### src/design/longest_window_with_target_sum_core_macros.svh
// Assertion helpers shared by the window block.
`ifndef LONGEST_WINDOW_WITH_TARGET_SUM_CORE_MACROS_SVH
`define LONGEST_WINDOW_WITH_TARGET_SUM_CORE_MACROS_SVH

// Condition must hold at every edge outside reset.
`define LWTS_ASSERT_ALWAYS(label, clk, rst_n, cond) \
  label: assert property (@(posedge clk) disable iff (!rst_n) (cond)) \
    else $error("lwts invariant violated");

// Antecedent implies consequent in the same cycle.
`define LWTS_ASSERT_IMP(label, clk, rst_n, ante, cons) \
  label: assert property (@(posedge clk) disable iff (!rst_n) (ante) |-> (cons)) \
    else $error("lwts implication violated");

`endif

### src/design/lwts_pkg.sv
package lwts_pkg;

  localparam int MAX_LEN     = 1024;
  localparam int ADDR_W      = $clog2(MAX_LEN);
  localparam int CNT_W       = $clog2(MAX_LEN + 1);
  localparam int ELEM_W      = 16;
  localparam int TARGET_W    = 26;
  localparam int SUM_W       = TARGET_W + 1;
  localparam int LEN_W       = 11;
  localparam int OUT_TDATA_W = 16;
  localparam int FIFO_DEPTH  = 4;
  localparam int FIFO_AW     = $clog2(FIFO_DEPTH);

  // One classified element on its way from the front to the back.
  typedef struct packed {
    logic [ELEM_W-1:0] element;
    logic              last;
    logic              keep;  // store has room for this element
  } item_t;

endpackage

### src/design/lwts_front.sv
module lwts_front (
  input  logic                         clk,
  input  logic                         rst_n,
  input  logic                         in_tvalid,
  output logic                         in_tready,
  input  logic [lwts_pkg::ELEM_W-1:0]  in_tdata,
  input  logic                         in_tlast,
  input  logic                         fifo_full,
  output logic                         push,
  output lwts_pkg::item_t              push_item
);
  import lwts_pkg::*;

  logic [CNT_W-1:0] cnt_r;
  logic [CNT_W-1:0] cnt_nxt;
  logic             keep;

  assign in_tready = !fifo_full;
  assign push      = in_tvalid && in_tready;
  assign keep      = cnt_r < CNT_W'(MAX_LEN);

  assign push_item.element = in_tdata;
  assign push_item.last    = in_tlast;
  assign push_item.keep    = keep;

  // Count elements of the current array; saturate once the store is full.
  always_comb begin
    cnt_nxt = cnt_r;
    if (push) begin
      if (in_tlast) begin
        cnt_nxt = '0;
      end else if (keep) begin
        cnt_nxt = cnt_r + CNT_W'(1);
      end
    end
  end

  always_ff @(posedge clk) begin
    if (!rst_n) begin
      cnt_r <= '0;
    end else begin
      cnt_r <= cnt_nxt;
    end
  end

endmodule

### config.mk
export PLATFORM = sky130hd
export DESIGN_NAME = lwts_front
export DESIGN_NICKNAME = d
export VERILOG_FILES = /design/src/design/longest_window_with_target_sum_core_macros.svh /design/src/design/lwts_pkg.sv /design/src/design/lwts_front.sv
export SDC_FILE = /design/constraint.sdc
export NUM_CORES = 1
export LEC_CHECK = 0
export BUFFER_PORTS_ARGS = -buffer_cell sky130_fd_sc_hd__buf_2
export CORE_UTILIZATION = 36
export CTS_CLUSTER_DIAMETER = 200
export DETAILED_ROUTE_END_ITERATION = 8
export GPL_TIMING_DRIVEN = 0
export PLACE_DENSITY = 0.74
export SLEW_MARGIN = 30
export SYNTH_ARGS = -nofsm -noshare
export SYNTH_HDL_FRONTEND = slang
export SYNTH_SLANG_ARGS = --single-unit
export TNS_END_PERCENT = 10
### constraint.sdc
create_clock -name clk -period 2.7 [get_ports clk]
set_clock_uncertainty 0.1 [all_clocks]
set_input_delay 0.81 -clock clk [delete_from_list [all_inputs] [get_ports clk]]
set_output_delay 0.81 -clock clk [all_outputs]
set_load 0.01 [all_outputs]
Word-level counts from Yosys, hierarchy flattened
Index checks and enable logic that the tools add are counted.

Multiplexer cells: 2. Reduce and logical (&&, ||, !) cells: 4. $lt $le $gt $ge: 1. Add/subtract/negate cells: 1.

Operators with widths (count): $mux 11 (2); $add 11x1->11 const B (1); $lt 11x11->1 const B (1); $reduce_and 2->1 (1); $reduce_bool 2->1 (1); $logic_and 1x1->1 (1); $logic_not 1->1 (1).

Bits of input ports: 21. Flip-flop bits (word level): 11. Output and inout port bits: 20.

Longest topological paths before layout
Gate-level depths: netlist of run 1.

Word-level depth: 3. Depth in mapped cells: 6.

Worst setup path before layout of run 1
Ideal clock, no wire load.

Path kind: input to output. From: input port fifo_full. To: output port push. Data required time: 1.790 ns. Stages: 3. Setup slack: 0.676 ns. Arrival time: 1.114 ns. Path through: nand2b_4 -> buf_6 -> clkinv_8.

Cells in the longest elaborated chain, start to end: 2.

Ends and longest elaborated chain: from (decl) (RTL line lwts_front.sv:8) `input logic fifo_full,`; $logic_not 1->1 (RTL line lwts_front.sv:18) `assign in_tready = !fifo_full;`; $logic_and 1x1->1 (RTL line lwts_front.sv:19) `assign push = in_tvalid && in_tready;`; to (decl) (RTL line lwts_front.sv:9) `output logic push,`.

Every way passes these cells.

Worst setup path in the final report of run 1
Ends and elaborated chain as after synthesis.

==> flow_results.xml, run 1 <==
<?xml version="1.0" encoding="UTF-8"?>
<metrics>
  <group name="run_status">
    <metric name="run_status" unit="">finished, final reports clean</metric>
  </group>
  <group name="synthesis">
    <metric name="post_synth.cell_area_avg" unit="sq um">8.64</metric>
    <metric name="synthCells" unit="">82</metric>
    <metric name="mappedNetlistArea" unit="sq um">708</metric>
    <metric name="post_synth_num_cell_types" unit="">25</metric>
    <metric name="ys_warn_count" unit="">0</metric>
    <metric name="yosys_register_bits" unit="">11</metric>
    <metric name="syn_nets" unit="">104</metric>
    <metric name="synth_seq_area_share" unit="%">31.1</metric>
  </group>
  <group name="layout">
    <metric name="finish.net_count" unit="">133</metric>
    <metric name="largest_register_ff_count" unit="">11</metric>
    <metric name="finish.instance_area" unit="sq um">886</metric>
    <metric name="layout_top_registers" unit="">cnt_r x11</metric>
    <metric name="syn_to_final_growth" unit="%">25.1</metric>
    <metric name="layout.filler_cells" unit="">169</metric>
    <metric name="area.sequential" unit="sq um">220</metric>
    <metric name="max_flop_register" unit="">cnt_r</metric>
    <metric name="total_area_of_multi_input_combinational_cells" unit="sq um">314</metric>
    <metric name="drive_above_1_share" unit="%">46.4</metric>
    <metric name="non_filler_instances" unit="">135</metric>
    <metric name="antenna_cells_inserted" unit="">0</metric>
  </group>
  <group name="drt">
    <metric name="wl" unit="microns">1300</metric>
    <metric name="final_antenna_net_count" unit="">0</metric>
    <metric name="detail_route.wl_per_cell" unit="microns">9.64</metric>
    <metric name="drt_pre_antenna_iters" unit="">4</metric>
    <metric name="post-route-drc-count" unit="">0</metric>
    <metric name="drt-vias-per-instance" unit="">4.41</metric>
    <metric name="met2WireLength" unit="microns">643</metric>
    <metric name="drt-met1-wl" unit="microns">568</metric>
    <metric name="num_vias" unit="">596</metric>
    <metric name="detailed_router_s_first_iteration_violation_count" unit="">11</metric>
    <metric name="highest-signal-layer" unit="">met3</metric>
    <metric name="dr_wl_met3" unit="microns">88</metric>
  </group>
  <group name="clock_tree">
    <metric name="clock_latency_on_the_worst_skew_pair" unit="ns">0.27</metric>
    <metric name="root_buffer" unit="">clkbuf_4</metric>
    <metric name="cts-resized-gates" unit="">0</metric>
    <metric name="clk_transition_reported_paths" unit="ns">0.08</metric>
    <metric name="number_of_buffers_added_to_fix_hold_violations_after_cts" unit="">0</metric>
    <metric name="cts-root-to-sink-buffers" unit="">2</metric>
    <metric name="tritoncts.num_buffers" unit="">3</metric>
    <metric name="htreeDepth" unit="">1</metric>
    <metric name="post-cts-setup-buffers" unit="">0</metric>
    <metric name="tritoncts" unit="">done</metric>
    <metric name="tritoncts_num_sinks" unit="">11</metric>
  </group>
  <group name="global_routing">
    <metric name="grt_start_max_net_pins" unit="">10</metric>
    <metric name="antenna_found_initial" unit="">0</metric>
    <metric name="global_route_wire_length_before_repair" unit="microns">1970</metric>
    <metric name="total_global_routing_overflow" unit="">0</metric>
    <metric name="via_count_of_the_first_global_routing_pass" unit="">481</metric>
    <metric name="gr-usage-all-layers" unit="%">12.7</metric>
  </group>
  <group name="timing">
    <metric name="worst_slew_pin_slew" unit="ns">0.388</metric>
    <metric name="grt_setup_unrepaired" unit="">no</metric>
    <metric name="drv_slew" unit="">0</metric>
    <metric name="final.hold.worst_slack" unit="ns">0.390</metric>
    <metric name="fin_crit_sh" unit="%">84.2</metric>
    <metric name="highest_attainable_clock_frequency" unit="MHz">440</metric>
    <metric name="final_count_of_hold_timing_violations" unit="">0</metric>
    <metric name="timing.slew.headroom" unit="%">74.1</metric>
    <metric name="setup_tns" unit="ns">0</metric>
    <metric name="setup-violations-final" unit="">0</metric>
    <metric name="layout_min_cycle_time" unit="ns">2.27</metric>
  </group>
  <group name="floorplan">
    <metric name="vertical_die_dimension" unit="microns">46.4</metric>
    <metric name="start_util" unit="%">39.7</metric>
    <metric name="num_rows" unit="">15</metric>
    <metric name="placeableCoreArea" unit="sq um">1780</metric>
    <metric name="die-area" unit="sq um">2150</metric>
    <metric name="die_w" unit="microns">46.4</metric>
    <metric name="io_pins" unit="">41</metric>
  </group>
  <group name="setup_path">
    <metric name="crit_path_launch_type" unit="">primary input</metric>
    <metric name="worstSetupEndpointType" unit="">primary output</metric>
    <metric name="regToRegSetupSlack" unit="ns">1.23</metric>
    <metric name="timing.setup.critical_path_class" unit="">in -&gt; out</metric>
    <metric name="worst_ep_required_time" unit="ns">1.79</metric>
    <metric name="timing.critical_path.fanout_max" unit="">8</metric>
    <metric name="worst_ep_arrival_time" unit="ns">1.36</metric>
  </group>
  <group name="place">
    <metric name="hpwl" unit="microns">1030</metric>
    <metric name="io_buffers" unit="">24</metric>
    <metric name="placed_area" unit="sq um">860</metric>
    <metric name="replace_congestion" unit="">0.767</metric>
    <metric name="place.detailed.instances" unit="">131</metric>
  </group>
  <group name="power">
    <metric name="report.power.total" unit="mW">0.343</metric>
    <metric name="power.ir.vdd_worst" unit="mV">0.292</metric>
    <metric name="cellLeakagePower" unit="nW">0.379</metric>
    <metric name="power-per-cell-area" unit="nW/um^2">387</metric>
  </group>
  <group name="worst_hold_path">
    <metric name="holdCritPathClass" unit="">reg -&gt; reg</metric>
  </group>
  <group name="job">
    <metric name="cap_viol_max_count" unit="">0</metric>
  </group>
</metrics>
[per-stage QoR]
stage	utilization, %	setup slack (ns)
after floorplan	-	0.676
after global placement	48.2	0.439
after detailed placement	48.2	0.424
after CTS	49.7	0.423
after global routing	49.7	0.391
final	49.7	0.426
[placed cells by master, fill, tap and decap left out, drive strengths merged]
master | synthesis | final
buf | 19 | 43
dfxtp | 11 | 11
nor2 | 8 | 8
xnor2 | 5 | 5
o21ai | 4 | 4
nand2 | 4 | 4
a21oi | 4 | 4
nand4 | 4 | 4
clkbuf | 0 | 4
inv | 3 | 3
nand3 | 3 | 3
or3 | 2 | 2
nor4 | 2 | 2
nor3 | 2 | 2
a21boi | 2 | 2
nand2b | 2 | 2
clkinv | 1 | 1
and2 | 1 | 1
and3 | 1 | 1
nor2b | 1 | 1
xor2 | 1 | 1
nand3b | 1 | 1
ha | 1 | 1
[per-layer routing]
metal	up-vias	global-route usage [%]
met1	261	15.7
met2	23	21.4
met5	-	0
li1	312	-
met3	0	3.53
met4	0	3.53
[layout make-up]
cell class	count	area share [%]
well taps	25	3.53
flip-flops and latches	11	24.9
multi-input cells	48	35.5
clock buffers	4	2.97
repair buffers	24	13.6
inverters	4	3.11
plain buffers	19	16.5
[Yosys cell counts, drive strengths merged]
library cell,n,share of area (%)
a21boi,2,2.1
a21oi,4,2.8
and2,1,0.88
and3,1,0.88
buf,19,21
clkinv,1,2.3
dfxtp,11,31
ha,1,1.8
inv,3,1.6
nand2,4,2.1
nand2b,2,2.8
nand3,3,2.1
nand3b,1,1.1
nand4,4,5.7
nor2,8,4.2
nor2b,1,0.88
nor3,2,1.4
nor4,2,3.5
o21ai,4,2.8
or3,2,1.8
xnor2,5,6.2
xor2,1,1.2
[path summary, 6_finish.rpt]
path              from  depth (start not counted)        end
max          fifo_full                          5       push
min           cnt_r[9]                          2  cnt_r[10]
max reg2reg   cnt_r[0]                          5   cnt_r[8]
min reg2reg   cnt_r[9]                          2  cnt_r[10]
[kinds of logic (layout without fill, tap and decap cells)]
family / after synthesis / count (layout) / share of synthesized area [%]
simple gates: 31 / 31 / 27.4
fa+ha+maj: 1 / 1 / 1.77
xor+xnor: 6 / 6 / 7.42
compound gates: 10 / 10 / 7.77
buf+inv: 23 / 51 / 24.6
flops: 11 / 11 / 31.1
[where the power goes]
part / switching, mW / internal [mW]
Clock: 0.0594 / 0.0571
Sequential: 0.00148 / 0.163
Combinational: 0.0271 / 0.0339
Total: 0.0880 / 0.255
[worst max-delay path, cell delays in order]
cell	delay, ns
buf_2	0.09
nand2b_4	0.11
buf_6	0.15
clkinv_8	0.07
buf_2	0.14
Note: power is estimated with default switching activity, not from simulation.
==> inputs of run 2 (changes only) <==
--- a/config.mk
+++ b/config.mk
@@ -5,12 +5,13 @@
 export SDC_FILE = /design/constraint.sdc
 export NUM_CORES = 1
 export LEC_CHECK = 0
+export ABC_AREA = 1
 export BUFFER_PORTS_ARGS = -buffer_cell sky130_fd_sc_hd__buf_2
 export CORE_UTILIZATION = 36
 export CTS_CLUSTER_DIAMETER = 200
 export DETAILED_ROUTE_END_ITERATION = 8
 export GPL_TIMING_DRIVEN = 0
-export PLACE_DENSITY = 0.74
+export PLACE_DENSITY = 0.73
 export SLEW_MARGIN = 30
 export SYNTH_ARGS = -nofsm -noshare
 export SYNTH_HDL_FRONTEND = slang
==> constraint.sdc (replaced) <==
create_clock -name clk -period 2.15 [get_ports clk]
set_clock_uncertainty 0.1 [all_clocks]
set_input_delay 0.645 -clock clk [delete_from_list [all_inputs] [get_ports clk]]
set_output_delay 0.645 -clock clk [all_outputs]
set_load 0.01 [all_outputs]
==> run 2 against run 1 <==
Area after synthesis increased by 3.2%. Critical path depth shrank 1. Sequential share of layout area is 0.62 points lower. Routed wire length up 4.6%. Count of clock-buffer cells in the layout unchanged. Cell count grew 18%. Largest power group unchanged.
==> flow_results.xml, run 2 <==
<?xml version="1.0" encoding="UTF-8"?>
<metrics>
  <group name="run_status">
    <metric name="run_status" unit="">finished, final reports clean</metric>
  </group>
  <group name="clock_tree">
    <metric name="cts-root-to-sink-buffers" unit="">2</metric>
    <metric name="number_of_buffers_added_to_fix_hold_violations_after_cts" unit="">0</metric>
    <metric name="clock_latency_on_the_worst_skew_pair" unit="ns">0.27</metric>
    <metric name="cts-resized-gates" unit="">0</metric>
    <metric name="post-cts-setup-buffers" unit="">0</metric>
    <metric name="htreeDepth" unit="">1</metric>
    <metric name="tritoncts.num_buffers" unit="">3</metric>
    <metric name="clk_transition_reported_paths" unit="ns">0.07</metric>
    <metric name="root_buffer" unit="">clkbuf_4</metric>
    <metric name="tritoncts_num_sinks" unit="">11</metric>
    <metric name="tritoncts" unit="">done</metric>
  </group>
  <group name="synthesis">
    <metric name="synth_simple_gate_area_share" unit="%">35.6</metric>
    <metric name="synth_seq_area_share" unit="%">30.1</metric>
    <metric name="yosysTopAreaCell" unit="">dfxtp_1</metric>
    <metric name="synth-xor-area-share" unit="%">0</metric>
    <metric name="synth_top_family_by_area" unit="">simple AND/OR/NAND/NOR gates</metric>
    <metric name="yosys_register_bits" unit="">11</metric>
    <metric name="mappedNetlistArea" unit="sq um">731</metric>
    <metric name="post_synth_num_cell_types" unit="">20</metric>
    <metric name="post_synth.cell_area_avg" unit="sq um">6.89</metric>
    <metric name="synth-compound-area-share" unit="%">7.53</metric>
    <metric name="synth.area.mux_share" unit="%">0</metric>
    <metric name="ys_warn_count" unit="">0</metric>
    <metric name="synth_enable_flop_cells" unit="">0</metric>
    <metric name="most_common_cell_in_the_synthesized_netlist" unit="">nand2_1</metric>
    <metric name="syn_nets" unit="">128</metric>
    <metric name="synth_fa_ha_area_share" unit="%">1.71</metric>
    <metric name="synth.top_cells.by_area" unit="">dfxtp_1 (30%), buf_4 (18%), nand2_1 (11%)</metric>
    <metric name="synth-main-ff-cell" unit="">dfxtp_1</metric>
    <metric name="synth_largest_type_area_fraction" unit="%">30.1</metric>
    <metric name="async_reset_ff_share" unit="%">0</metric>
    <metric name="synth.cells.most_frequent" unit="">nand2_1 (21), buf_4 (18), nor2_1 (12)</metric>
    <metric name="synthCells" unit="">106</metric>
  </group>
  <group name="place">
    <metric name="hpwl" unit="microns">1090</metric>
    <metric name="replace_congestion" unit="">0.816</metric>
    <metric name="io_buffers" unit="">24</metric>
    <metric name="dp_worst_setup_slack" unit="ns">0.296</metric>
  </group>
  <group name="setup_path">
    <metric name="worst_ep_required_time" unit="ns">1.40</metric>
    <metric name="r2r_start" unit="">cnt_r[0]</metric>
    <metric name="crit_path_slowest_cell" unit="">buf_2</metric>
    <metric name="crit_path_cell_trace" unit="">buf_2, inv_1, nor2_4, buf_2</metric>
    <metric name="regToRegSetupSlack" unit="ns">0.74</metric>
    <metric name="crit_path_launch_type" unit="">primary input</metric>
    <metric name="worstSetupEndpointType" unit="">primary output</metric>
    <metric name="worstSetupEndpoint" unit="">push</metric>
    <metric name="rr_worst_depth" unit="">8</metric>
    <metric name="timing.critical_path.fanout_max" unit="">5</metric>
    <metric name="slowest_delay" unit="ns">0.16</metric>
    <metric name="worst_ep_arrival_time" unit="ns">1.10</metric>
    <metric name="cp-startpoint" unit="">in_tvalid</metric>
    <metric name="timing.setup.critical_path_class" unit="">in -&gt; out</metric>
    <metric name="rr_endpoint" unit="">cnt_r[6]</metric>
    <metric name="crit_top_cell" unit="">buf_2</metric>
  </group>
  <group name="power">
    <metric name="p_switching" unit="mW">0.113</metric>
    <metric name="power.internal" unit="mW">0.319</metric>
    <metric name="power.ir.vdd_worst" unit="mV">0.223</metric>
    <metric name="power_frac_seq" unit="%">47.7</metric>
    <metric name="comb_power_share" unit="%">18.8</metric>
    <metric name="cellLeakagePower" unit="nW">0.418</metric>
    <metric name="power-per-cell-area" unit="nW/um^2">476</metric>
    <metric name="power.share.clock" unit="%">33.5</metric>
    <metric name="power_switching_share" unit="%">26.1</metric>
    <metric name="report.power.total" unit="mW">0.432</metric>
  </group>
  <group name="layout">
    <metric name="finish.net_count" unit="">157</metric>
    <metric name="largest_register_ff_count" unit="">11</metric>
    <metric name="syn_to_final_growth" unit="%">24.3</metric>
    <metric name="layout_commonest_cell" unit="">buf_2</metric>
    <metric name="most-common-layout-cells" unit="">buf_2 (24), nand2_1 (21), buf_4 (18), nor2_1 (12), dfxtp_1 (11)</metric>
    <metric name="antenna_cells_inserted" unit="">0</metric>
    <metric name="drive_above_1_share" unit="%">44.0</metric>
    <metric name="layout_top_registers" unit="">cnt_r x11</metric>
    <metric name="max_flop_register" unit="">cnt_r</metric>
  </group>
  <group name="drt">
    <metric name="drt-vias-per-instance" unit="">4.39</metric>
    <metric name="detail_route.wl_per_cell" unit="microns">8.56</metric>
    <metric name="post-route-drc-count" unit="">0</metric>
    <metric name="detailed_router_s_first_iteration_violation_count" unit="">8</metric>
    <metric name="wl" unit="microns">1360</metric>
    <metric name="final_antenna_net_count" unit="">0</metric>
    <metric name="num_vias" unit="">698</metric>
    <metric name="drt_pre_antenna_iters" unit="">4</metric>
  </group>
  <group name="floorplan">
    <metric name="die-area" unit="sq um">2210</metric>
    <metric name="die_w" unit="microns">47.1</metric>
    <metric name="io_pins" unit="">41</metric>
    <metric name="placeableCoreArea" unit="sq um">1820</metric>
    <metric name="vertical_die_dimension" unit="microns">47.1</metric>
    <metric name="start_util" unit="%">40.1</metric>
    <metric name="num_rows" unit="">15</metric>
  </group>
  <group name="timing">
    <metric name="setup-violations-final" unit="">0</metric>
    <metric name="fin_crit_sh" unit="%">85.8</metric>
    <metric name="layout_min_cycle_time" unit="ns">1.84</metric>
    <metric name="worst_slew_pin_slew" unit="ns">0.226</metric>
    <metric name="timing.slew.headroom" unit="%">84.9</metric>
    <metric name="setup_tns" unit="ns">0</metric>
    <metric name="final_count_of_hold_timing_violations" unit="">0</metric>
    <metric name="setup_ws" unit="ns">0.305</metric>
    <metric name="drv_slew" unit="">0</metric>
    <metric name="grt_setup_unrepaired" unit="">no</metric>
    <metric name="highest_attainable_clock_frequency" unit="MHz">542</metric>
  </group>
  <group name="global_routing">
    <metric name="grt_start_max_net_pins" unit="">10</metric>
    <metric name="total_global_routing_overflow" unit="">0</metric>
    <metric name="gr-usage-all-layers" unit="%">13.8</metric>
    <metric name="via_count_of_the_first_global_routing_pass" unit="">534</metric>
    <metric name="antenna_found_initial" unit="">0</metric>
    <metric name="global_route_wire_length_before_repair" unit="microns">2160</metric>
  </group>
  <group name="job">
    <metric name="cap_viol_max_count" unit="">0</metric>
  </group>
  <group name="worst_hold_path">
    <metric name="worstHoldPathCells" unit="">2</metric>
    <metric name="holdCritPathClass" unit="">reg -&gt; reg</metric>
  </group>
</metrics>
[run 2: cell count changes after synthesis, moves of 2 or more]
cell	before	now
a21boi_0	2	0
inv_1	3	9
inv_2	0	2
nand2_1	4	21
nand2_2	0	5
nand3_1	3	6
nand4_1	3	1
nor2_1	8	12
nor2_2	0	3
nor2_4	0	3
nor4_2	2	0
o21ai_0	4	2
or3_1	2	0
xnor2_1	5	0
[run 2: worst max-delay path: cells and delay by family]
| family | cells | cell delay [ns] |
|---|---|---|
| buf+inv | 3 | 0.31 |
| simple gates | 1 | 0.15 |
[run 2: worst min path at each step]
stage / from / to / slack [ns]
after global routing: cnt_r[2] / cnt_r[2] / 0.40
final: cnt_r[2] / cnt_r[2] / 0.37
after detailed placement: cnt_r[2] / cnt_r[2] / 0.36
after global placement: cnt_r[2] / cnt_r[2] / 0.35
after CTS: cnt_r[2] / cnt_r[2] / 0.38
after floorplan: cnt_r[2] / cnt_r[2] / 0.34
[run 2: layout make-up]
type | count | area (sq um)
fill | 208 | 912
buffer | 18 | 135
clock buffer | 4 | 26.3
tap | 25 | 31.3
sequential | 11 | 220
timing repair buffer | 24 | 120
inverter | 12 | 47.5
multi-input combinational | 65 | 328
[run 2: cells by family (layout without fill, tap and decap cells)]
| kind of cell | after synthesis | in the layout |
|---|---|---|
| compound gates | 10 | 10 |
| fa+ha+maj | 1 | 1 |
| buf+inv | 30 | 58 |
| flops | 11 | 11 |
| simple gates | 54 | 54 |
[run 2: per-stage QoR]
step | cell area, sq um | std cells | util, % | hold WS (ns)
2_1_floorplan | 731 | 106 | - | 0.337
3_3_place_gp | 882 | 155 | 48.5 | 0.346
3_5_place_dp | 882 | 155 | 48.5 | 0.364
4_1_cts | 908 | 159 | 49.9 | 0.376
5_1_grt | 908 | 159 | 49.9 | 0.396
6_report | 908 | 159 | 49.9 | 0.371
[run 2: per-layer routing]
layer	vias to the layer above	wire (microns)	global-route usage, %
met5	-	0	0
met4	0	19	5.14
met3	4	130	4.62
met2	36	636	21.1
met1	289	574	17.9
li1	369	-	-
[run 2: power by group through the flow]
| stage | clock (mW) | combinational [mW] | sequential [mW] |
|---|---|---|---|
| after floorplan | 0 | 0.0548 | 0.211 |
| after detailed placement | 0 | 0.0818 | 0.211 |
| final | 0.145 | 0.0811 | 0.206 |
| after global placement | 0 | 0.0806 | 0.211 |
| after CTS | 0.150 | 0.0820 | 0.206 |
| after global routing | 0.155 | 0.0916 | 0.207 |
