### config.mk
export PLATFORM = sky130hd
export DESIGN_NAME = lwts_fifo
export DESIGN_NICKNAME = d
export VERILOG_FILES = /design/src/design/longest_window_with_target_sum_core_macros.svh /design/src/design/lwts_pkg.sv /design/src/design/lwts_fifo.sv
export SDC_FILE = /design/constraint.sdc
export NUM_CORES = 1
export LEC_CHECK = 0
export BUFFER_PORTS_ARGS = -buffer_cell sky130_fd_sc_hd__buf_2
export CORE_MARGIN = 2
export CORE_UTILIZATION = 45
export DETAILED_ROUTE_END_ITERATION = 10
export SKIP_CTS_REPAIR_TIMING = 1
export SLEW_MARGIN = 10
export SYNTH_ARGS = -nofsm -noshare
export SYNTH_HDL_FRONTEND = slang
export SYNTH_SLANG_ARGS = --single-unit
### constraint.sdc
create_clock -name clk -period 4.3 [get_ports clk]
set_clock_uncertainty 0.2 [all_clocks]
set_input_delay 0.86 -clock clk [delete_from_list [all_inputs] [get_ports clk]]
set_output_delay 0.86 -clock clk [all_outputs]
set_load 0.01 [all_outputs]
### src/design/longest_window_with_target_sum_core_macros.svh
// Assertion helpers shared by the window block.
`ifndef LONGEST_WINDOW_WITH_TARGET_SUM_CORE_MACROS_SVH
`define LONGEST_WINDOW_WITH_TARGET_SUM_CORE_MACROS_SVH

// Condition must hold at every edge outside reset.
`define LWTS_ASSERT_ALWAYS(label, clk, rst_n, cond) \
  label: assert property (@(posedge clk) disable iff (!rst_n) (cond)) \
    else $error("lwts invariant violated");

// Antecedent implies consequent in the same cycle.
`define LWTS_ASSERT_IMP(label, clk, rst_n, ante, cons) \
  label: assert property (@(posedge clk) disable iff (!rst_n) (ante) |-> (cons)) \
    else $error("lwts implication violated");

`endif

### src/design/lwts_pkg.sv
package lwts_pkg;

  localparam int MAX_LEN     = 1024;
  localparam int ADDR_W      = $clog2(MAX_LEN);
  localparam int CNT_W       = $clog2(MAX_LEN + 1);
  localparam int ELEM_W      = 16;
  localparam int TARGET_W    = 26;
  localparam int SUM_W       = TARGET_W + 1;
  localparam int LEN_W       = 11;
  localparam int OUT_TDATA_W = 16;
  localparam int FIFO_DEPTH  = 4;
  localparam int FIFO_AW     = $clog2(FIFO_DEPTH);

  // One classified element on its way from the front to the back.
  typedef struct packed {
    logic [ELEM_W-1:0] element;
    logic              last;
    logic              keep;  // store has room for this element
  } item_t;

endpackage

### src/design/lwts_fifo.sv
module lwts_fifo (
  input  logic            clk,
  input  logic            rst_n,
  input  logic            push,
  input  lwts_pkg::item_t push_item,
  input  logic            pop,
  output lwts_pkg::item_t head,
  output logic            full,
  output logic            empty
);
  import lwts_pkg::*;

  item_t              mem_r [FIFO_DEPTH];
  logic [FIFO_AW:0]   wr_ptr_r;
  logic [FIFO_AW:0]   rd_ptr_r;

  assign empty = wr_ptr_r == rd_ptr_r;
  assign full  = (wr_ptr_r[FIFO_AW] != rd_ptr_r[FIFO_AW]) &&
                 (wr_ptr_r[FIFO_AW-1:0] == rd_ptr_r[FIFO_AW-1:0]);
  assign head  = mem_r[rd_ptr_r[FIFO_AW-1:0]];

  always_ff @(posedge clk) begin
    if (push) begin
      mem_r[wr_ptr_r[FIFO_AW-1:0]] <= push_item;
    end
  end

  always_ff @(posedge clk) begin
    if (!rst_n) begin
      wr_ptr_r <= '0;
      rd_ptr_r <= '0;
    end else begin
      if (push) begin
        wr_ptr_r <= wr_ptr_r + (FIFO_AW+1)'(1);
      end
      if (pop) begin
        rd_ptr_r <= rd_ptr_r + (FIFO_AW+1)'(1);
      end
    end
  end

endmodule

[After elaboration in Yosys (flattened, before gate mapping)]
Memories as Yosys holds them, arrays and structs flattened. A register that Yosys moved wholly into a read port is not among the register bits.
Cells that the tools add are included.
Storage, ports and cells
  RAM bits: 72
  register bits: 6
  memories: 1
  output and inout bits: 20
  logic and storage cells: 13
  input port bits: 22
Memory list
  mem_r: words 4, bits a word 18, rd ports 1, clocked after memory_dff 1, write ports 1, line lwts_fifo.sv:13  | item_t mem_r [FIFO_DEPTH];
Operators by class
  muxes and demuxes: 4
  eq/ne operators: 3
  add/subtract/negate cells: 2
  reductions and logical operators: 1
Operator list (number)
  $add 3x1->3 const B: 2
  $mux 2: 2
  $eq 3x3->1: 1
  $eq 2x2->1: 1
  $mux 1: 2
  $logic_and 1x1->1: 1
  $ne 1x1->1: 1

[Logic depth before layout (Yosys ltp)]
Gate-level depths: netlist (run 1).
  depth in word-level cells: 3
  depth in mapped cells: 4
  depth with buffers taken out: 4

[Least setup slack after synthesis (run 1)]
Ideal clock, no wire load.
  kind: input -> register
  start point: input push
  end point: memory mem_r[0][0] (netlist bit) (enable)
  arrival: 1.618 ns
  slack: 2.106 ns
  data required time: 3.724 ns
  cell stages on the path: 2
  cells stage by stage: clkbuf_1 and2_1
Between the ends
  cells in the longest elaborated chain, start to end: 2
RTL lines
  from (decl): line lwts_fifo.sv:4  | input logic push,
  $mux 1: line lwts_fifo.sv:23  | if (push) begin
  $mux 1 (not written as such): line lwts_fifo.sv:24  | mem_r[wr_ptr_r[FIFO_AW-1:0]] <= push_item;
  to (decl): line lwts_fifo.sv:13
Every way passes these cells.

==> results of run 1 <==
routing by layer:
layer	vias up	wire [um]	global-route usage, %
met1	739	2000	16.1
met2	29	2560	24.0
met3	8	158	3.24
li1	650	-	-
met4	0	85	7.67
met5	-	0	0
cells in the mapped netlist:
cell type                  count
sky130_fd_sc_hd__and2_1        4
sky130_fd_sc_hd__ha_1          5
sky130_fd_sc_hd__xor2_1        2
sky130_fd_sc_hd__xnor2_1       3
sky130_fd_sc_hd__nor2_1        5
sky130_fd_sc_hd__mux2i_1       2
sky130_fd_sc_hd__edfxtp_1     72
sky130_fd_sc_hd__nand3b_1      2
sky130_fd_sc_hd__buf_12        1
sky130_fd_sc_hd__buf_6         1
sky130_fd_sc_hd__a21oi_1       2
sky130_fd_sc_hd__nor3_1        1
sky130_fd_sc_hd__a21bo_2       2
sky130_fd_sc_hd__mux4_2       10
sky130_fd_sc_hd__buf_2         2
sky130_fd_sc_hd__nor3b_1       1
sky130_fd_sc_hd__inv_1         3
sky130_fd_sc_hd__mux4_1        8
sky130_fd_sc_hd__dfxtp_1       8
sky130_fd_sc_hd__clkbuf_1      1
cell families (layout without fill, tap and decap cells):
group | count (synthesis) | count (layout) | share of synthesized area (%)
AND/OR/NAND/NOR | 13 | 13 | 2.34
multiplexers | 20 | 20 | 15.0
adder cells (fa/ha/maj) | 5 | 5 | 2.06
flip-flops | 80 | 80 | 76.3
AO/OA/AOI/OAI | 4 | 4 | 0.987
XOR/XNOR | 5 | 5 | 1.44
buffers and inverters | 8 | 61 | 1.85
flip-flops by register name, summed over array words and instances (netlist names), named ones only:
register  count
mem_r        72
rd_ptr_r      3
wr_ptr_r      3
power breakdown:
part / total, W / leakage [nW] / switching, W / internal (W)
Sequential: 0.000911 / 0.727 / 0.0000236 / 0.000887
Clock: 0.000506 / 0.0922 / 0.000243 / 0.000263
Combinational: 0.000147 / 0.411 / 0.0000723 / 0.0000744
final timing paths:
kind                                                  to  slack [ns]  cells past startpoint
worst max-delay path                             head[6]        1.10                      3
worst min-delay path            rd_ptr_r[2]$_SDFFE_PN0P_        0.36                      2
worst max register to register    mem_r[3][15]$_DFFE_PP_        2.26                      2
worst min register to register  rd_ptr_r[2]$_SDFFE_PN0P_        0.36                      2
metrics by stage:
stage                     hold WS, ns  utilization, %  std cells
after floorplan                 0.330               -        135
after global placement          0.348            51.2        249
after detailed placement        0.357            51.2        249
after CTS                       0.366            54.0        265
after global routing            0.385            54.0        265
final                           0.362            54.0        265
critical path, delay by kind of cell (launching register included):
kind | cells | cell delay (ns)
flops | 1 | 0.82
mux | 1 | 0.52
buf+inv | 2 | 0.45
area by class of cell:
type | count | share of cell area [%]
flip-flops and latches | 80 | 66.6
multi-input cells | 47 | 19.0
repair buffers | 42 | 6.10
clock buffers | 11 | 3.77
well taps | 77 | 2.76
clock inverters | 5 | 1.36
inverters | 3 | 0.323
placed cells by master (no fill, tap or decap), types with 2 or more instances in the layout:
cell / count
sky130_fd_sc_hd__a21bo_2: 2
sky130_fd_sc_hd__a21oi_1: 2
sky130_fd_sc_hd__and2_1: 4
sky130_fd_sc_hd__buf_2: 41
sky130_fd_sc_hd__clkbuf_1: 2
sky130_fd_sc_hd__clkbuf_8: 9
sky130_fd_sc_hd__clkinv_1: 2
sky130_fd_sc_hd__clkinv_2: 2
sky130_fd_sc_hd__dfxtp_1: 8
sky130_fd_sc_hd__edfxtp_1: 72
sky130_fd_sc_hd__ha_1: 5
sky130_fd_sc_hd__inv_1: 3
sky130_fd_sc_hd__mux2i_1: 2
sky130_fd_sc_hd__mux4_1: 8
sky130_fd_sc_hd__mux4_2: 10
sky130_fd_sc_hd__nand3b_1: 2
sky130_fd_sc_hd__nor2_1: 5
sky130_fd_sc_hd__xnor2_1: 3
sky130_fd_sc_hd__xor2_1: 2
==> run summary, run 1 <==
### Status
- finished, final reports clean — result of the run

### Yosys
- 76.3% — sequential share of the synthesized area
- 0 — synthesis warning total
- 162 — total nets after synthesis
- sky130_fd_sc_hd__edfxtp_1 71%, sky130_fd_sc_hd__mux4_2 7.4%, sky130_fd_sc_hd__mux4_1 6.9%, sky130_fd_sc_hd__dfxtp_1 5.3%, sky130_fd_sc_hd__ha_1 2.1% — leading post-synthesis cells by cell area
- 22.5 um^2 — mean area per synthesized cell
- 20 — number of distinct standard cells referenced by the synthesized netlist
- 80 — number of register bits inferred by synthesis
- 3040 um^2 — combined area of all synthesized cells
- sky130_fd_sc_hd__edfxtp_1 — top cell type by total area after synthesis
- 71.1% — post-synth top area share
- 135 — Gate Count Post-Synth

### Layout
- 509 — number of fill cells
- 210 — number of nets in the final layout
- 0 — antenna diode instance count
- 3480 um^2 — Non-Filler Cell Area, Final
- 35.1% — share of cells above drive strength 1
- 2320 um^2 — register area
- 14.6% — synthesis-to-layout area growth
- 663 um^2 — footprint of the multi-input gates

### Drt
- 18.1 um — Wirelength per Cell
- 4 — detailed-router iteration count before antenna repair
- 1426 — via total after detailed routing
- 59 — Starting DRT DRC Count
- 0 — DRC Markers
- 4.81 mm — final wirelength
- 0 — number of routed nets with antenna violations
- 5.38 — routed vias/inst

### Clock network
- 2 — Max Root-Sink Buffers
- 3 — CTS H-Tree Depth
- 9 — clock buffer count from CTS
- yes — CTS tree
- 80 — number of clock sinks
- 0.07 ns — Clk pin slew, worst setup/hold paths
- 0.33 ns — Clk Latency, worst-skew pair
- sky130_fd_sc_hd__clkbuf_8 — CTS Root Cell

### Worst setup path
- 0.82 ns — Crit path largest cell delay
- buf_4, mux4_2, buf_2 — Cell Chain, Critical Path
- output port — critical path capture point type
- wr_ptr_r[0]$_SDFFE_PN0P_ — worst r2r src
- flop — crit start category
- sky130_fd_sc_hd__dfxtp_1 — critical path's slowest cell
- flop to output port — type of the setup path with the least slack
- 3.24 ns — WP data required
- 13 — Worst Path Max Fanout
- 2.14 ns — Data arrival, critical path

### Hold path
- flop to flop — path type of the worst min-delay path
- rd_ptr_r[2]$_SDFFE_PN0P_ — start point of the worst min-delay path

### Floorplan
- 47.1% — Starting Density
- 42 — count of pins on the block boundary
- 29 — standard-cell rows
- 6460 um^2 — core area
- 86.2 um — width of the die
- 86.2 um — vertical die dimension
- 7430 um^2 — die area

### Power
- 0.183 mV — peak ir drop on the vdd network
- 0.00156 W — Design Power
- 1.23 nW — leakage dissipation
- 449 nW/um^2 — power per cell area

### Job
- 0 — maximum capacitance violations

### STA
- 74.3% — share of the clock period used by the worst path
- 0 — fin. max-slew vios
- 313 MHz — Highest Clock Rate
- 0 — Final Hold Violating Endpoints
- 36.3% — max_slew headroom
- 1.10 ns — setup slack of the critical path after layout
- 0.956 ns — transition time of the tightest slew-check pin
- 0 — Finish-stage setup viols
- 3.20 ns — final worst path period need
- 0 ns — Setup TNS
- no — unrepaired setup endpoints after global routing

### GRT
- 7.42 mm — global-route wire length before repair
- 0 — total grt overflow
- 19 — pin count of the biggest net entering global routing
- 13.9% — total global-route track usage
- 1492 — number of global-route vias before repair
- 0 — initial antenna violation count

### Placed design
- 3310 um^2 — Post-DP Area
- 3.04 mm — estimated wirelength of the detail-placed design
- 1.41 ns — Setup Slack @ Placement
- 0.733 — RePlAce Congestion
- 41 — number of buffers inserted by port buffering

(Power assumes the default switching activity.)
==> run 2, diff against run 1 <==
--- a/config.mk
+++ b/config.mk
@@ -5,10 +5,12 @@
 export SDC_FILE = /design/constraint.sdc
 export NUM_CORES = 1
 export LEC_CHECK = 0
+export ABC_AREA = 1
 export BUFFER_PORTS_ARGS = -buffer_cell sky130_fd_sc_hd__buf_2
 export CORE_MARGIN = 2
 export CORE_UTILIZATION = 45
 export DETAILED_ROUTE_END_ITERATION = 10
+export PLACE_DENSITY = 0.67
 export SKIP_CTS_REPAIR_TIMING = 1
 export SLEW_MARGIN = 10
 export SYNTH_ARGS = -nofsm -noshare
==> constraint.sdc (replaced) <==
create_clock -name clk -period 2.75 [get_ports clk]
set_clock_uncertainty 0.2 [all_clocks]
set_input_delay 0.55 -clock clk [delete_from_list [all_inputs] [get_ports clk]]
set_output_delay 0.55 -clock clk [all_outputs]
set_load 0.01 [all_outputs]
==> run 2 against run 1 <==
  * First-iteration DRC count rose by 130%
  * Non-clock buffer count grew 5
  * Design area is 6.7% higher
  * Critical endpoint is now head[1]
  * Largest cell class unchanged
  * Largest power group unchanged
  * Highest routed layer is now met5
==> run summary, run 2 <==
### Drt
- 134 — Starting DRT DRC Count, was 59
- 5.67 mm — final wirelength, was 4.81 mm
- 1955 — via total after detailed routing, was 1426
- 0 — number of routed nets with antenna violations, unchanged
- 4.75 — routed vias/inst, was 5.38
- 0 — DRC Markers, unchanged
- 5 — detailed-router iteration count before antenna repair, was 4
- 13.8 um — Wirelength per Cell, was 18.1 um

### STA
- 0.371 ns — transition time of the tightest slew-check pin, was 0.956 ns
- 78.8% — share of the clock period used by the worst path
- no — unrepaired setup endpoints after global routing, unchanged
- 0 — Final Hold Violating Endpoints, unchanged
- 0 — fin. max-slew vios, unchanged
- 75.2% — max_slew headroom, was 36.3%
- 0 ns — Setup TNS, unchanged
- 2.17 ns — final worst path period need
- 0 — Finish-stage setup viols, unchanged
- 0.583 ns — setup slack of the critical path after layout, was 1.10 ns
- 462 MHz — Highest Clock Rate

### Yosys
- 3300 um^2 — combined area of all synthesized cells, was 3040 um^2
- 12.5 um^2 — mean area per synthesized cell, was 22.5 um^2
- 72 — count of flip-flops with a built-in enable after synthesis, unchanged
- sky130_fd_sc_hd__edfxtp_1 — top_reg_cell synth, unchanged
- 72 x sky130_fd_sc_hd__edfxtp_1, 67 x sky130_fd_sc_hd__nand2_1, 46 x sky130_fd_sc_hd__inv_1, 35 x sky130_fd_sc_hd__o211ai_1, 10 x sky130_fd_sc_hd__buf_6 — leading cell types by count after synthesis, was 72 x sky130_fd_sc_hd__edfxtp_1, 10 x sky130_fd_sc_hd__mux4_2, 8 x sky130_fd_sc_hd__dfxtp_1, 8 x sky130_fd_sc_hd__mux4_1
- 291 — total nets after synthesis, was 162
- 0 — synthesis warning total, unchanged
- sky130_fd_sc_hd__edfxtp_1 — top cell type by total area after synthesis, unchanged
- 65.6% — post-synth top area share, was 71.1%
- sky130_fd_sc_hd__edfxtp_1 — most instantiated library cell after synthesis, unchanged
- 80 — number of register bits inferred by synthesis, unchanged
- 70.4% — sequential share of the synthesized area, was 76.3%
- sky130_fd_sc_hd__edfxtp_1 66%, sky130_fd_sc_hd__o211ai_1 8.0%, sky130_fd_sc_hd__nand2_1 7.6%, sky130_fd_sc_hd__inv_1 5.2%, sky130_fd_sc_hd__dfxtp_1 4.9% — leading post-synthesis cells by cell area, was sky130_fd_sc_hd__edfxtp_1 71%, sky130_fd_sc_hd__mux4_2 7.4%, sky130_fd_sc_hd__mux4_1 6.9%, sky130_fd_sc_hd__dfxtp_1 5.3%, sky130_fd_sc_hd__ha_1 2.1%
- 264 — Gate Count Post-Synth, was 135
- 0% — proportion of synthesized flip-flops having asynchronous set or reset, unchanged
- 15 — number of distinct standard cells referenced by the synthesized netlist, was 20

### Layout
- 606 — number of fill cells, was 509
- 51.8% — post-layout util, was 54.0%
- 72 x sky130_fd_sc_hd__edfxtp_1, 67 x sky130_fd_sc_hd__nand2_1, 46 x sky130_fd_sc_hd__inv_1, 41 x sky130_fd_sc_hd__buf_2, 35 x sky130_fd_sc_hd__o211ai_1 — top library cells by usage in the layout, fill and taps aside, was 72 x sky130_fd_sc_hd__edfxtp_1, 41 x sky130_fd_sc_hd__buf_2, 10 x sky130_fd_sc_hd__mux4_2, 9 x sky130_fd_sc_hd__clkbuf_8
- 677 um^2 — footprint of the multi-input gates, was 663 um^2
- 18.8% — share of cells above drive strength 1, was 35.1%
- 338 — number of nets in the final layout, was 210
- 12.7% — synthesis-to-layout area growth, was 14.6%
- 412 — Non-Filler Instances, was 265
- 72 — max FFs per register, unchanged
- 0 — antenna diode instance count, unchanged
- sky130_fd_sc_hd__edfxtp_1 — most common cell after layout, fill and taps aside, unchanged
- 2320 um^2 — register area, about the same

### Power
- 1.51 nW — leakage dissipation, was 1.23 nW
- 628 nW/um^2 — power per cell area, was 449 nW/um^2
- 0.290 mV — peak ir drop on the vdd network, was 0.183 mV

### Clock network
- 80 — number of clock sinks, unchanged
- 3 — CTS H-Tree Depth, unchanged
- 2 — Max Root-Sink Buffers, unchanged
- 0.35 ns — Clk Latency, worst-skew pair, was 0.33 ns
- 0.08 ns — Clk pin slew, worst setup/hold paths, was 0.07 ns
- sky130_fd_sc_hd__clkbuf_8 — CTS Root Cell, unchanged
- yes — CTS tree, unchanged
- 9 — clock buffer count from CTS, unchanged

### Floorplan
- 89.6 um — vertical die dimension, was 86.2 um
- 8030 um^2 — die area, was 7430 um^2
- 89.6 um — width of the die, was 86.2 um
- 31 — standard-cell rows, was 29
- 7180 um^2 — core area, was 6460 um^2
- 42 — count of pins on the block boundary, unchanged
- 46.0% — Starting Density, was 47.1%

### Worst setup path
- buf_12, nand2_1, o211ai_1, nand2_1, buf_2 — Cell Chain, Critical Path, was buf_4, mux4_2, buf_2
- 2.00 ns — WP data required, was 3.24 ns
- sky130_fd_sc_hd__dfxtp_2 — critical path's slowest cell, was sky130_fd_sc_hd__dfxtp_1
- 5 — total number of cells along the worst setup path, was 3
- flop — crit start category, unchanged
- 4 — Worst Reg2Reg Path Length in Cells, was 2
- sky130_fd_sc_hd__nand2_1 — most frequent CP cell
- output port — critical path capture point type, unchanged
- 0.34 ns — Crit path largest cell delay, was 0.82 ns
- 72 — Worst Path Max Fanout, was 13
- flop to output port — type of the setup path with the least slack, unchanged
- 2 — count of buffering cells on the critical path with inverters included, unchanged
- buffers and inverters — family with the most delay on the worst path, was flip-flops
- 1.42 ns — Data arrival, critical path, was 2.14 ns

### GRT
- 73 — pin count of the biggest net entering global routing, was 19
- 1 — initial antenna violation count, was 0
- 1843 — number of global-route vias before repair, was 1492
- 15.1% — total global-route track usage, was 13.9%
- 8.76 mm — global-route wire length before repair, was 7.42 mm
- 0 — total grt overflow, unchanged

### Placed design
- 399 — placed instance count, was 249
- 0.964 ns — Setup Slack @ Placement, was 1.41 ns
- 0.726 — RePlAce Congestion, was 0.733
- 3.51 mm — estimated wirelength of the detail-placed design, was 3.04 mm
- 41 — number of buffers inserted by port buffering, unchanged

### Job
- 0 — maximum capacitance violations, unchanged

### Hold path
- 1 — cell depth of the worst min-delay path, was 2
- input port to flop — path type of the worst min-delay path, was flop to flop

### Status
- finished, final reports clean — result of the run, unchanged

[run 2: power by group]
part	switching (W)	total (W)	leakage, nW	internal (W)
registers	0.0000175	0.00140	0.728	0.00138
clock network	0.000379	0.000680	0.0710	0.000300
logic	0.000163	0.000259	0.709	0.0000961
[run 2: path summary, 6_finish.rpt]
| path | startpoint | slack [ns] | to |
|---|---|---|---|
| setup / recovery | flop | 0.58 | head[1] |
| hold / removal | push_item[8] | 0.22 | mem_r[2][8]$_DFFE_PP_ |
| setup reg to reg | wr_ptr_r[1]$_SDFFE_PN0P_ | 1.16 | mem_r[3][7]$_DFFE_PP_ |
| hold reg to reg | wr_ptr_r[2]$_SDFFE_PN0P_ | 0.33 | wr_ptr_r[2]$_SDFFE_PN0P_ |
[run 2: worst register-to-register path: cells and delay by family, from the launching register on]
family / cells / cell delay [ns]
adders and majority gates: 1 / 0.17
and+or+nand+nor: 1 / 0.05
DFF: 1 / 0.40
buffers and inverters: 2 / 0.48
[run 2: area by class of cell]
type / count / area share [%]
Inverter: 47 / 4.81
Clock inverter: 4 / 0.404
Tap cell: 99 / 3.33
Multi-Input combinational cell: 126 / 18.2
Timing Repair Buffer: 47 / 7.40
Clock buffer: 9 / 3.33
Sequential cell: 80 / 62.5
[run 2: metrics by stage]
stage	hold WS (ns)	power (W)	instance area, um^2
finish	0.216	0.00234	3720
CTS	0.204	0.00236	3720
global route	0.208	0.00244	3720
detailed placement	0.326	0.00169	3580
global placement	0.320	0.00168	3580
floorplan	0.291	0.00159	3300
[run 2: logic make-up after synthesis]
| group | synth area share (%) |
|---|---|
| AOI/OAI and AO/OA | 9.41 |
| xor gates and xnor gates | 0.531 |
| buffers and inverters | 9.07 |
| DFF | 70.4 |
| adders and majority gates | 1.90 |
| and+or+nand+nor | 8.69 |
[run 2: metal layers]
metal | share of wire, % | GRT usage [%]
met1 | 45 | 18.5
met2 | 49 | 25.2
met3 | 2.9 | 2.65
met4 | 2.6 | 8.96
met5 | 0.23 | 0
==> run 3, diff against run 2 <==
--- a/config.mk
+++ b/config.mk
@@ -10,7 +10,6 @@
 export CORE_MARGIN = 2
 export CORE_UTILIZATION = 45
 export DETAILED_ROUTE_END_ITERATION = 10
-export PLACE_DENSITY = 0.67
 export SKIP_CTS_REPAIR_TIMING = 1
 export SLEW_MARGIN = 10
 export SYNTH_ARGS = -nofsm -noshare
==> constraint.sdc (replaced) <==
create_clock -name clk -period 2.2 [get_ports clk]
set_clock_uncertainty 0.2 [all_clocks]
set_input_delay 0.44 -clock clk [delete_from_list [all_inputs] [get_ports clk]]
set_output_delay 0.44 -clock clk [all_outputs]
set_load 0.01 [all_outputs]
==> run 3 against run 2 <==
  * Final cell count up 1.2%
  * Routed wire length down 1.5%
  * Die area unchanged
  * Count of clock-buffer cells in the layout up 1
  * Global-route usage up 0.063 points
  * Critical path type unchanged
  * Critical endpoint is now head[4]
==> run summary, run 3 (synthesis gave the netlist of run 2 again) <==
### Clock network
- 9 — clock buffer count from CTS, unchanged
- 0.07 ns — Clk pin slew, worst setup/hold paths, was 0.08 ns
- yes — CTS tree, unchanged
- 0.32 ns — Clk Latency, worst-skew pair, was 0.35 ns
- 3 — CTS H-Tree Depth, unchanged
- 80 — number of clock sinks, unchanged
- sky130_fd_sc_hd__clkbuf_8 — CTS Root Cell, unchanged
- 2 — Max Root-Sink Buffers, unchanged

### GRT
- 1804 — number of global-route vias before repair, was 1843
- 15.2% — total global-route track usage, was 15.1%
- 8.83 mm — global-route wire length before repair, was 8.76 mm
- 73 — pin count of the biggest net entering global routing, unchanged
- 0 — initial antenna violation count, was 1
- 0 — total grt overflow, unchanged

### Placed design
- 0.690 — RePlAce Congestion, was 0.726
- 3.61 mm — estimated wirelength of the detail-placed design, was 3.51 mm
- 0.446 ns — Setup Slack @ Placement, was 0.964 ns
- 402 — placed instance count, was 399
- 41 — number of buffers inserted by port buffering, unchanged

### Floorplan
- 46.0% — Starting Density, unchanged
- 7180 um^2 — core area, unchanged
- 42 — count of pins on the block boundary, unchanged
- 89.6 um — vertical die dimension, unchanged
- 31 — standard-cell rows, unchanged
- 89.6 um — width of the die, unchanged
- 8030 um^2 — die area, unchanged

### Worst setup path
- flop — crit start category, unchanged
- 1.44 ns — Data arrival, critical path, was 1.42 ns
- flop to output port — type of the setup path with the least slack, unchanged
- 8 — Worst Path Max Fanout, was 72
- output port — critical path capture point type, unchanged
- wr_ptr_r[1]$_SDFFE_PN0P_ — worst r2r src, unchanged
- 1.56 ns — WP data required, was 2.00 ns

### Drt
- 4.66 — routed vias/inst, was 4.75
- 5.59 mm — final wirelength, was 5.67 mm
- 0 — number of routed nets with antenna violations, unchanged
- 13.4 um — Wirelength per Cell, was 13.8 um
- 5 — detailed-router iteration count before antenna repair, unchanged
- 0 — DRC Markers, unchanged
- 1944 — via total after detailed routing, was 1955
- 133 — Starting DRT DRC Count, was 134

### Layout
- 72 — max FFs per register, unchanged
- 2320 um^2 — register area, unchanged
- 20.8% — share of cells above drive strength 1, was 18.8%
- 0 — antenna diode instance count, unchanged
- 341 — number of nets in the final layout, was 338
- 677 um^2 — footprint of the multi-input gates, unchanged
- sky130_fd_sc_hd__edfxtp_1 — most common cell after layout, fill and taps aside, unchanged
- 417 — Non-Filler Instances, was 412
- 640 — number of fill cells, was 606
- 14.5% — synthesis-to-layout area growth, was 12.7%
- 72 x sky130_fd_sc_hd__edfxtp_1, 67 x sky130_fd_sc_hd__nand2_1, 46 x sky130_fd_sc_hd__inv_1, 41 x sky130_fd_sc_hd__buf_2, 35 x sky130_fd_sc_hd__o211ai_1 — top library cells by usage in the layout, fill and taps aside, unchanged

### STA
- 0 ns — Setup TNS, unchanged
- 0 — fin. max-slew vios, unchanged
- 0.354 ns — transition time of the tightest slew-check pin, was 0.371 ns
- 481 MHz — Highest Clock Rate
- 0 — Final Hold Violating Endpoints, unchanged
- 0.122 ns — setup slack of the critical path after layout, was 0.583 ns
- 0 — Finish-stage setup viols, unchanged
- no — unrepaired setup endpoints after global routing, unchanged
- 76.3% — max_slew headroom, was 75.2%
- 2.08 ns — final worst path period need
- 94.4% — share of the clock period used by the worst path

### Power
- 0.301 mV — peak ir drop on the vdd network, was 0.290 mV
- 810 nW/um^2 — power per cell area, was 628 nW/um^2
- 32.3% — share of power burned in the clock network, was 29.1%
- 0.00236 W — Int Pwr, was 0.00178 W
- 10.6% — share of total power in combinational logic, was 11.1%
- 0.000704 W — power dissipated by switching net loads, was 0.000560 W
- 23.0% — switch share, was 24.0%
- 1.55 nW — leakage dissipation, was 1.51 nW
- 57.1% — sequential share of power, was 59.8%

### Job
- 0 — maximum capacitance violations, unchanged

### Hold path
- push_item[14] — start point of the worst min-delay path, was push_item[8]
- input port to flop — path type of the worst min-delay path, unchanged

### Status
- finished, final reports clean — result of the run, unchanged

[run 3: per-layer routing]
metal	track usage, %	up-vias	share of wire (%)	routed length [um]
met2	23.1	34	47	2610
li1	-	996	-	-
met1	20.5	909	48	2700
met4	8.14	0	1.5	84
met3	3.38	5	3.6	199
met5	0	-	0	0
[run 3: cell type report]
class                      count  area share (%)
sequential                    80            61.5
clock buffer                  10            3.38
tap                           99            3.28
multi-input combinational    126            17.9
inverter                      47            4.74
clock inverter                 5            1.29
timing repair buffer          50            7.88
[run 3: per-stage QoR]
stage          util, %  area [um^2]  power, W  hold WS [ns]
3_5_place_dp      50.2         3600   0.00212         0.315
4_1_cts           52.6         3780   0.00309        0.0995
3_3_place_gp      50.2         3600   0.00211         0.302
2_1_floorplan        -         3300   0.00199         0.291
5_1_grt           52.6         3780   0.00321         0.109
6_report          52.6         3780   0.00306         0.125
[run 3: critical path, cell delays in order, from the launching register on]
cell,delay (ns)
sky130_fd_sc_hd__dfxtp_1,0.53
sky130_fd_sc_hd__buf_4,0.24
sky130_fd_sc_hd__o211ai_1,0.11
sky130_fd_sc_hd__nand2_1,0.09
sky130_fd_sc_hd__buf_2,0.13
[run 3: power groups by stage]
stage               Clock (W)  Combinational (W)  Sequential, W
floorplan                   0           0.000217        0.00177
global placement            0           0.000330        0.00178
detailed placement          0           0.000334        0.00178
CTS                   0.00101           0.000335        0.00175
global route          0.00108           0.000371        0.00175
finish               0.000988           0.000326        0.00175
[run 3: worst paths after layout]
kind,endpoint,slack [ns],cells past startpoint
setup / recovery,head[4],0.12,4
hold / removal,mem_r[3][14]$_DFFE_PP_,0.12,1
setup reg to reg,mem_r[1][14]$_DFFE_PP_,0.58,5
hold reg to reg,wr_ptr_r[2]$_SDFFE_PN0P_,0.32,2
